==> src/hdl/swm_pkg.sv <==
`default_nettype none

package swm_pkg;

  // width and reset value of the window_length register
  localparam int WLEN_BITS  = 7;
  localparam int WLEN_RESET = 64;

  typedef enum logic [1:0] {
    S_IDLE,
    S_REMOVE,
    S_INSERT,
    S_EMIT
  } state_e;

  typedef struct packed {
    logic load;    // capture sample, read oldest word from the ring
    logic remove;  // drop oldest word from the sorted cells
    logic insert;  // insert new sample, write ring, advance counters
    logic emit;    // load output register from the median cell
  } dp_cmd_t;

  typedef struct packed {
    logic full;       // window holds window_length words
    logic will_fill;  // window is full once the pending insert is done
  } dp_stat_t;

endpackage

`default_nettype wire

==> src/hdl/swm_ctrl.sv <==
`default_nettype none

module swm_ctrl (
  input  wire logic              clk_i,
  input  wire logic              rst_ni,
  input  wire logic              in_valid_i,
  output      logic              in_ready_o,
  output      logic              out_valid_o,
  input  wire logic              out_ready_i,
  input  wire swm_pkg::dp_stat_t stat_i,
  output      swm_pkg::dp_cmd_t  cmd_o
);

  import swm_pkg::*;

  state_e state_q, state_d;
  logic   out_valid_q, out_valid_d;

  always_ff @(posedge clk_i or negedge rst_ni) begin
    if (!rst_ni) begin
      state_q     <= S_IDLE;
      out_valid_q <= 1'b0;
    end else begin
      state_q     <= state_d;
      out_valid_q <= out_valid_d;
    end
  end

  always_comb begin
    state_d     = state_q;
    cmd_o       = '0;
    in_ready_o  = 1'b0;
    out_valid_d = out_valid_q && !out_ready_i;
    case (state_q)
      S_IDLE: begin
        in_ready_o = 1'b1;
        if (in_valid_i) begin
          cmd_o.load = 1'b1;
          state_d    = stat_i.full ? S_REMOVE : S_INSERT;
        end
      end
      S_REMOVE: begin
        cmd_o.remove = 1'b1;
        state_d      = S_INSERT;
      end
      S_INSERT: begin
        cmd_o.insert = 1'b1;
        state_d      = stat_i.will_fill ? S_EMIT : S_IDLE;
      end
      S_EMIT: begin
        // hold until the output register is free
        if (!out_valid_q || out_ready_i) begin
          cmd_o.emit  = 1'b1;
          out_valid_d = 1'b1;
          state_d     = S_IDLE;
        end
      end
      default: begin
        state_d = S_IDLE;
      end
    endcase
  end

  assign out_valid_o = out_valid_q;

  a_full_goes_remove: assert property (@(posedge clk_i) disable iff (!rst_ni)
    (state_q == S_IDLE && in_valid_i && stat_i.full) |=> (state_q == S_REMOVE))
    else $error("full window did not start a removal");

  a_remove_after_accept: assert property (@(posedge clk_i) disable iff (!rst_ni)
    (state_q == S_REMOVE) |-> ($past(state_q) == S_IDLE && $past(in_valid_i)))
    else $error("removal without an accepted word");

  a_emit_sets_valid: assert property (@(posedge clk_i) disable iff (!rst_ni)
    cmd_o.emit |=> out_valid_q)
    else $error("emitted median not presented");

endmodule

`default_nettype wire

==> config.mk <==
export PLATFORM = sky130hd
export DESIGN_NAME = swm_ctrl
export DESIGN_NICKNAME = d
export VERILOG_FILES = /design/src/hdl/swm_pkg.sv /design/src/hdl/swm_ctrl.sv
export SDC_FILE = /design/constraint.sdc
export NUM_CORES = 1
export LEC_CHECK = 0
export BUFFER_PORTS_ARGS = -buffer_cell sky130_fd_sc_hd__clkbuf_2
export CAP_MARGIN = 10
export CORE_AREA = 2 2 39 41
export DETAILED_ROUTE_END_ITERATION = 12
export DIE_AREA = 0 0 41 43
export PLACE_DENSITY = 0.38
export SYNTH_ARGS = -nofsm -noshare
export SYNTH_HDL_FRONTEND = slang
export SYNTH_SLANG_ARGS = --single-unit
==> constraint.sdc <==
create_clock -name clk_i -period 2.3 [get_ports clk_i]
set_input_delay 0.345 -clock clk_i [delete_from_list [all_inputs] [get_ports clk_i]]
set_output_delay 0.345 -clock clk_i [all_outputs]
set_load 0.005 [all_outputs]
==> results of run 1 <==
-- flip-flops by register name (all words and copies together), names as in the netlist --
| name | flops |
|---|---|
| state_q | 2 |
| out_valid_o | 1 |
-- synth_stat cells --
master / number
dfrtp_1: 3
inv_1: 2
nand2_1: 2
nand2b_1: 2
a21oi_1: 1
a32o_1: 1
a32oi_1: 1
and2_1: 1
and2b_1: 1
nand3b_1: 1
nor2_1: 1
nor2b_1: 1
o21ai_0: 1
-- power by group through the flow --
| stage | registers (µW) | clock network [µW] | logic (µW) |
|---|---|---|---|
| after floorplan | 106 | 0 | 72.0 |
| after global placement | 115 | 0 | 134 |
| after detailed placement | 114 | 0 | 132 |
| after CTS | 114 | 97.1 | 134 |
| after global routing | 120 | 100 | 150 |
| final | 115 | 93.3 | 133 |
-- cell type report --
type	count	area, µm²	share of cell area
well taps	16	20.0	0.0731
repair buffers	12	65.1	0.237
clock buffers	4	26.3	0.0959
multi-input cells	13	80.1	0.292
flip-flops and latches	3	75.1	0.274
inverters	2	7.51	0.0274
-- metal layers --
| layer | up-vias | global-route usage |
|---|---|---|
| met3 | 0 | 0.0628 |
| met2 | 12 | 0.0625 |
| li1 | 95 | - |
| met5 | - | 0 |
| met1 | 79 | 0.0777 |
| met4 | 0 | 0.0600 |
-- per-stage QoR --
step / setup WS (ns) / utilization / std cells / power [µW] / hold WS [ns]
floorplan: 1.18 / - / 18 / 178 / 0.0494
global placement: 1.04 / 0.172 / 45 / 249 / 0.148
detailed placement: 1.03 / 0.172 / 45 / 246 / 0.149
CTS: 0.783 / 0.198 / 50 / 344 / 0.320
global route: 0.701 / 0.198 / 50 / 370 / 0.345
finish: 0.785 / 0.198 / 50 / 341 / 0.334
-- logic make-up after synthesis --
logic type | count (synthesis) | synth area share
flops | 3 | 0.462
simple gates | 9 | 0.315
buf+inv | 2 | 0.0462
compound gates | 4 | 0.177
-- how the worst max path moves through the flow --
stage | cells after the start | from | to
after floorplan | 2 | state_q[1] | cmd_o[3]
after global placement | 3 | state_q[1] | cmd_o[3]
after detailed placement | 3 | state_q[1] | cmd_o[3]
after CTS | 3 | state_q[1] | cmd_o[3]
after global routing | 3 | state_q[1] | cmd_o[3]
final | 3 | state_q[1] | cmd_o[3]
-- timing repair --
action                                 in CTS  in global routing
buffers inserted                            0                  0
endpoints found under the hold margin       3                  0
hold buffers                                1                  0
==> metrics.cfg, run 1 <==
[timing]
rsz0062_at_grt = no
drv_slew = 0
final.period_utilization = 0.659
hold_viol_final = 0
tightestPinTransition_ns = 0.244
skew_ns = 0.00248
period_minus_slack_ns = 1.52
tns_ns = 0
timing.fmax_ghz = 0.660
setup-violations-final = 0
relSlewSlack = 0.837

[synth]
synth.avg_cell_area_um2 = 9.04
ys_seq_area_frac = 0.462
syn_nets = 24
synth_top_area_cell = dfrtp_1
yosys.area.top_type_share = 0.462
ys_warn_count = 0
netlist-cell-type-count = 13
synth_area_um2 = 163
synthCells = 18
synth_area_leaders = dfrtp_1 (46%), nand2b_1 (7.7%), a32o_1 (6.2%), a32oi_1 (5.4%), and2b_1 (4.6%)
ys_ff_latch = 3

[die]
initial_utilization = 0.118
core_area_um2 = 1380
die_h_um = 43
pin_count = 12
die_area_um2 = 1760
die_x_um = 41
num_rows = 14

[finish]
area_growth_syn_to_layout_pct = 68.5
antenna_cells = 0
most-common-layout-cells = clkbuf_2 (11), clkbuf_4 (3), dfrtp_1 (3)
final_common_cell = clkbuf_2
fillerInstances = 158
drive_gt1_frac = 0.412
fin_nets = 41
final_cell_area_um2 = 274

[power_and_ir_drop]
p_leak_uw = 0.000143
seq_power_share = 0.337
vdd_drop_max_mv = 0.353
clkPwrFrac = 0.273
power.net_switching_uw = 123
swShare = 0.362
power_density_nw_per_um2 = 1240
pwr-share-comb = 0.390
internal-power_uw = 218

[clock_tree]
clk_latency_ns = 0.23
htree_levels = 1
root_buffer = clkbuf_4
cts_sinks = 3
clk_pin_slew_worst_paths_ns = 0.04
cts_tree = built
cts_buffers = 3
cts_resized = 0
clk_path_buf_depth = 2

[detailed_routing]
met2_length_um = 127
wl_met3_um = 65
dr_total_vias = 186
dr.max_layer_used = met3
ant_nets = 0
vias_per_cell = 3.72
routed_wl_um = 427
first_iter_violations = 8
drcViolationCount = 0
firstDrtPassIters = 2
wl_per_cell_um = 8.54
wl_met1_um = 235

[setup_path]
setup.worst_path.start_class = register
crit_chain = nor2_1 -> and2_1 -> clkbuf_2
worstPathArrival_ns = 1.17
reg2reg_from = state_q[1]
cpPeakStageDelay_ns = 0.43
r2r_cells = 2
rrSetupSlack_ns = 1.37
path_class = register to primary output
timing.rr.end = state_q[0]
cp_max_fo = 6
cp.required_ns = 1.96
crit_buf_inv = 1
critical_path.endpoint_type = primary output
cp_top_family = flip-flops
cpMaxStageDelayCell = dfrtp_1

[global_routing]
grt_pass1_vias = 175
grt_start_max_net_pins = 7
grt_usage = 0.0654
grt_antenna_before_repair = 0
grt_pass1_wl_um = 676
overflow = 0

[min_path]
min_path_cells = 2
holdPathEnd = out_valid_o
hold_path_class = input pin to register
hold_path.startpoint = out_ready_i

[outcome]
status = finished clean

[placed_design]
io_buffers = 11
place_congestion = 0.592
hpwl_um = 315
placed_area_um2 = 238

[job]
maxCapViolCount = 0

Note: power is estimated with default switching activity, not from simulation.
==> inputs of run 2 (changes only) <==
--- a/config.mk
+++ b/config.mk
@@ -5,12 +5,13 @@
 export SDC_FILE = /design/constraint.sdc
 export NUM_CORES = 1
 export LEC_CHECK = 0
+export ABC_AREA = 1
 export BUFFER_PORTS_ARGS = -buffer_cell sky130_fd_sc_hd__clkbuf_2
 export CAP_MARGIN = 10
 export CORE_AREA = 2 2 39 41
 export DETAILED_ROUTE_END_ITERATION = 12
 export DIE_AREA = 0 0 41 43
-export PLACE_DENSITY = 0.38
+export PLACE_DENSITY = 0.42
 export SYNTH_ARGS = -nofsm -noshare
 export SYNTH_HDL_FRONTEND = slang
 export SYNTH_SLANG_ARGS = --single-unit
==> constraint.sdc (replaced) <==
create_clock -name clk_i -period 1.3 [get_ports clk_i]
set_input_delay 0.195 -clock clk_i [delete_from_list [all_inputs] [get_ports clk_i]]
set_output_delay 0.195 -clock clk_i [all_outputs]
set_load 0.005 [all_outputs]
==> run 2 against run 1 <==
Effect of this change: cell area up 9.1%; core utilization up 1.8 points; cell count up 16%; die area stayed put; sequential power rose by 100%; largest power group unchanged.
==> metrics.cfg, run 2 <==
[die]
num_rows = 14  ; unchanged
die_area_um2 = 1760  ; unchanged
pin_count = 12  ; unchanged
die_x_um = 41  ; unchanged
die_h_um = 43  ; unchanged
initial_utilization = 0.138  ; was 0.118
core_area_um2 = 1380  ; unchanged

[clock_tree]
cts_tree = built  ; unchanged
clk_pin_slew_worst_paths_ns = 0.04  ; about the same
clk_path_buf_depth = 2  ; unchanged
clk_latency_ns = 0.24  ; was 0.23 ns
htree_levels = 1  ; unchanged
root_buffer = clkbuf_4  ; unchanged
cts_buffers = 3  ; unchanged
cts_sinks = 3  ; unchanged
post_cts_buffers = 0  ; unchanged

[power_and_ir_drop]
p_leak_uw = 0.000166  ; was 0.000143 µW
power_density_nw_per_um2 = 2250  ; was 1240 nW/µm²
vdd_drop_max_mv = 0.628  ; was 0.353 mV

[min_path]
hold_path_class = input pin to register  ; unchanged

[detailed_routing]
drcViolationCount = 0  ; unchanged
first_iter_violations = 13  ; was 8
firstDrtPassIters = 4  ; was 2
wl_per_cell_um = 8.09  ; was 8.54 µm
vias_per_cell = 3.45  ; was 3.72
dr_total_vias = 200  ; was 186
ant_nets = 0  ; unchanged
routed_wl_um = 469  ; was 427 µm

[global_routing]
use_met3 = 0.0471  ; was 0.0628
top_usage_layer = met2  ; was met1
grt_pass1_vias = 193  ; was 175
grt_antenna_before_repair = 0  ; unchanged
grtUsageMet1 = 0.0841  ; was 0.0777
grt_pass1_wl_um = 800  ; was 676 µm
use_met2 = 0.0844  ; was 0.0625
overflow = 0  ; unchanged
grt_usage = 0.0744  ; was 0.0654
grt_start_max_net_pins = 9  ; was 7

[synth]
synth_commonest_cells = nand2_1 (9), nor2_1 (4), dfrtp_1 (3), inv_1 (3), o21ai_0 (2)  ; was dfrtp_1 (3), inv_1 (2), nand2_1 (2), nand2b_1 (2)
synth_area_um2 = 191  ; was 163 µm²
synth_top_flop_cell = dfrtp_1  ; unchanged
ys_warn_count = 0  ; unchanged
yosys.area.top_type_share = 0.392  ; was 0.462
yosysMostFrequentCell = nand2_1  ; was dfrtp_1
ys_seq_area_frac = 0.392  ; was 0.462
synth_area_leaders = dfrtp_1 (39%), nand2_1 (18%), nor2_1 (7.8%), buf_6 (5.9%), inv_1 (5.9%)  ; was dfrtp_1 (46%), nand2b_1 (7.7%), a32o_1 (6.2%), a32oi_1 (5.4%), and2b_1 (4.6%)
synth_edf_count = 0  ; unchanged
synthCells = 27  ; was 18
synth.avg_cell_area_um2 = 7.09  ; was 9.04 µm²
async_flop_share = 1.00  ; unchanged
ys_ff_latch = 3  ; unchanged
syn_nets = 33  ; was 24
synth_top_area_cell = dfrtp_1  ; unchanged
netlist-cell-type-count = 11  ; was 13

[job]
maxCapViolCount = 0  ; unchanged

[setup_path]
setup.worst_path.start_class = register  ; unchanged
cp.required_ns = 1.11  ; was 1.96 ns
cp_max_fo = 8  ; was 6
path_class = register to primary output  ; unchanged
critical_path.endpoint_type = primary output  ; unchanged
worstPathArrival_ns = 1.03  ; was 1.17 ns

[placed_design]
hpwl_um = 358  ; was 315 µm
dpl.cell_count = 53  ; was 45
placed_area_um2 = 255  ; was 238 µm²
io_buffers = 11  ; unchanged
place_congestion = 0.656  ; was 0.592

[finish]
final_cells = 58  ; was 50
largest_reg_flops = 2  ; unchanged
final_cell_area_um2 = 299  ; was 274 µm²
fin_nets = 49  ; was 41
area_growth_syn_to_layout_pct = 56.2  ; was 68.5%
drive_gt1_frac = 0.476  ; was 0.412
final_common_cell = clkbuf_2  ; unchanged
antenna_cells = 0  ; unchanged
most-common-layout-cells = clkbuf_2 (11), nand2_1 (9), nor2_1 (4)  ; was clkbuf_2 (11), clkbuf_4 (3), dfrtp_1 (3)
largest_register = state_q  ; unchanged

[timing]
skew_ns = 0.00384  ; was 0.00248 ns
relSlewSlack = 0.879  ; was 0.837
period_minus_slack_ns = 1.23
rsz0062_at_grt = no  ; unchanged
tightestPinTransition_ns = 0.182  ; was 0.244 ns
final.period_utilization = 0.946
drv_slew = 0  ; unchanged
tns_ns = 0  ; unchanged
timing.fmax_ghz = 0.813
setup-violations-final = 0  ; unchanged
hold_viol_final = 0  ; unchanged

[outcome]
status = finished clean  ; unchanged

==> run 2: cell families after synthesis <==
logic type	Yosys count	synth area share
AND/OR/NAND/NOR	17	0.418
buffers and inverters	5	0.137
flip-flops	3	0.392
AO/OA/AOI/OAI	2	0.0523
==> run 2: stage by stage <==
| stage | power, µW | worst slack (ns) | utilization | hold slack [ns] |
|---|---|---|---|---|
| final | 672 | 0.0707 | 0.216 | 0.186 |
| after global routing | 740 | 0.00242 | 0.216 | 0.214 |
| after CTS | 685 | 0.0280 | 0.215 | 0.180 |
| after detailed placement | 496 | 0.225 | 0.184 | -0.00463 |
| after floorplan | 407 | 0.394 | - | -0.101 |
| after global placement | 492 | 0.246 | 0.184 | -0.00669 |
==> run 2: worst paths after layout <==
path / from / endpoint / slack [ns] / cells past startpoint
min reg2reg: out_valid_o / out_valid_o / 0.56 / 2
max: state_q[1] / cmd_o[3] / 0.07 / 2
max reg2reg: state_q[1] / state_q[1] / 0.36 / 4
max in group asynchronous: rst_ni / state_q[0] / 0.89 / 2
min in group asynchronous: rst_ni / state_q[1] / 0.29 / 2
min: out_ready_i / out_valid_o / 0.19 / 2
==> run 2: power breakdown <==
group | switching [µW] | internal (µW) | total (µW)
Clock | 50.3 | 115 | 165
Sequential | 84.0 | 145 | 230
Combinational | 143 | 134 | 277
Total | 277 | 395 | 672
==> run 2: critical path, stage by stage (launching register included) <==
cell,delay [ns]
dfrtp_2,0.47
nor3_2,0.20
clkbuf_2,0.13
==> run 2: final cells by class <==
cell class / instances / area, µm²
clock buffer: 4 / 26.3
fill: 163 / 1080
inverter: 4 / 15.0
multi-input combinational: 19 / 95.1
sequential: 3 / 77.6
tap: 16 / 20.0
timing repair buffer: 12 / 65.1
==> run 2: timing repair <==
item,in CTS,in global routing
hold buffers,1,0
setup endpoints to repair,1,2
hold endpoints to repair,3,0
gates resized for setup,2,1
==> run 2: metal layers <==
layer / part of all wire / vias to the layer above
li1: - / 113
met1: 0.42 / 80
met2: 0.48 / 7
met3: 0.10 / 0
met4: 0 / 0
met5: 0 / -
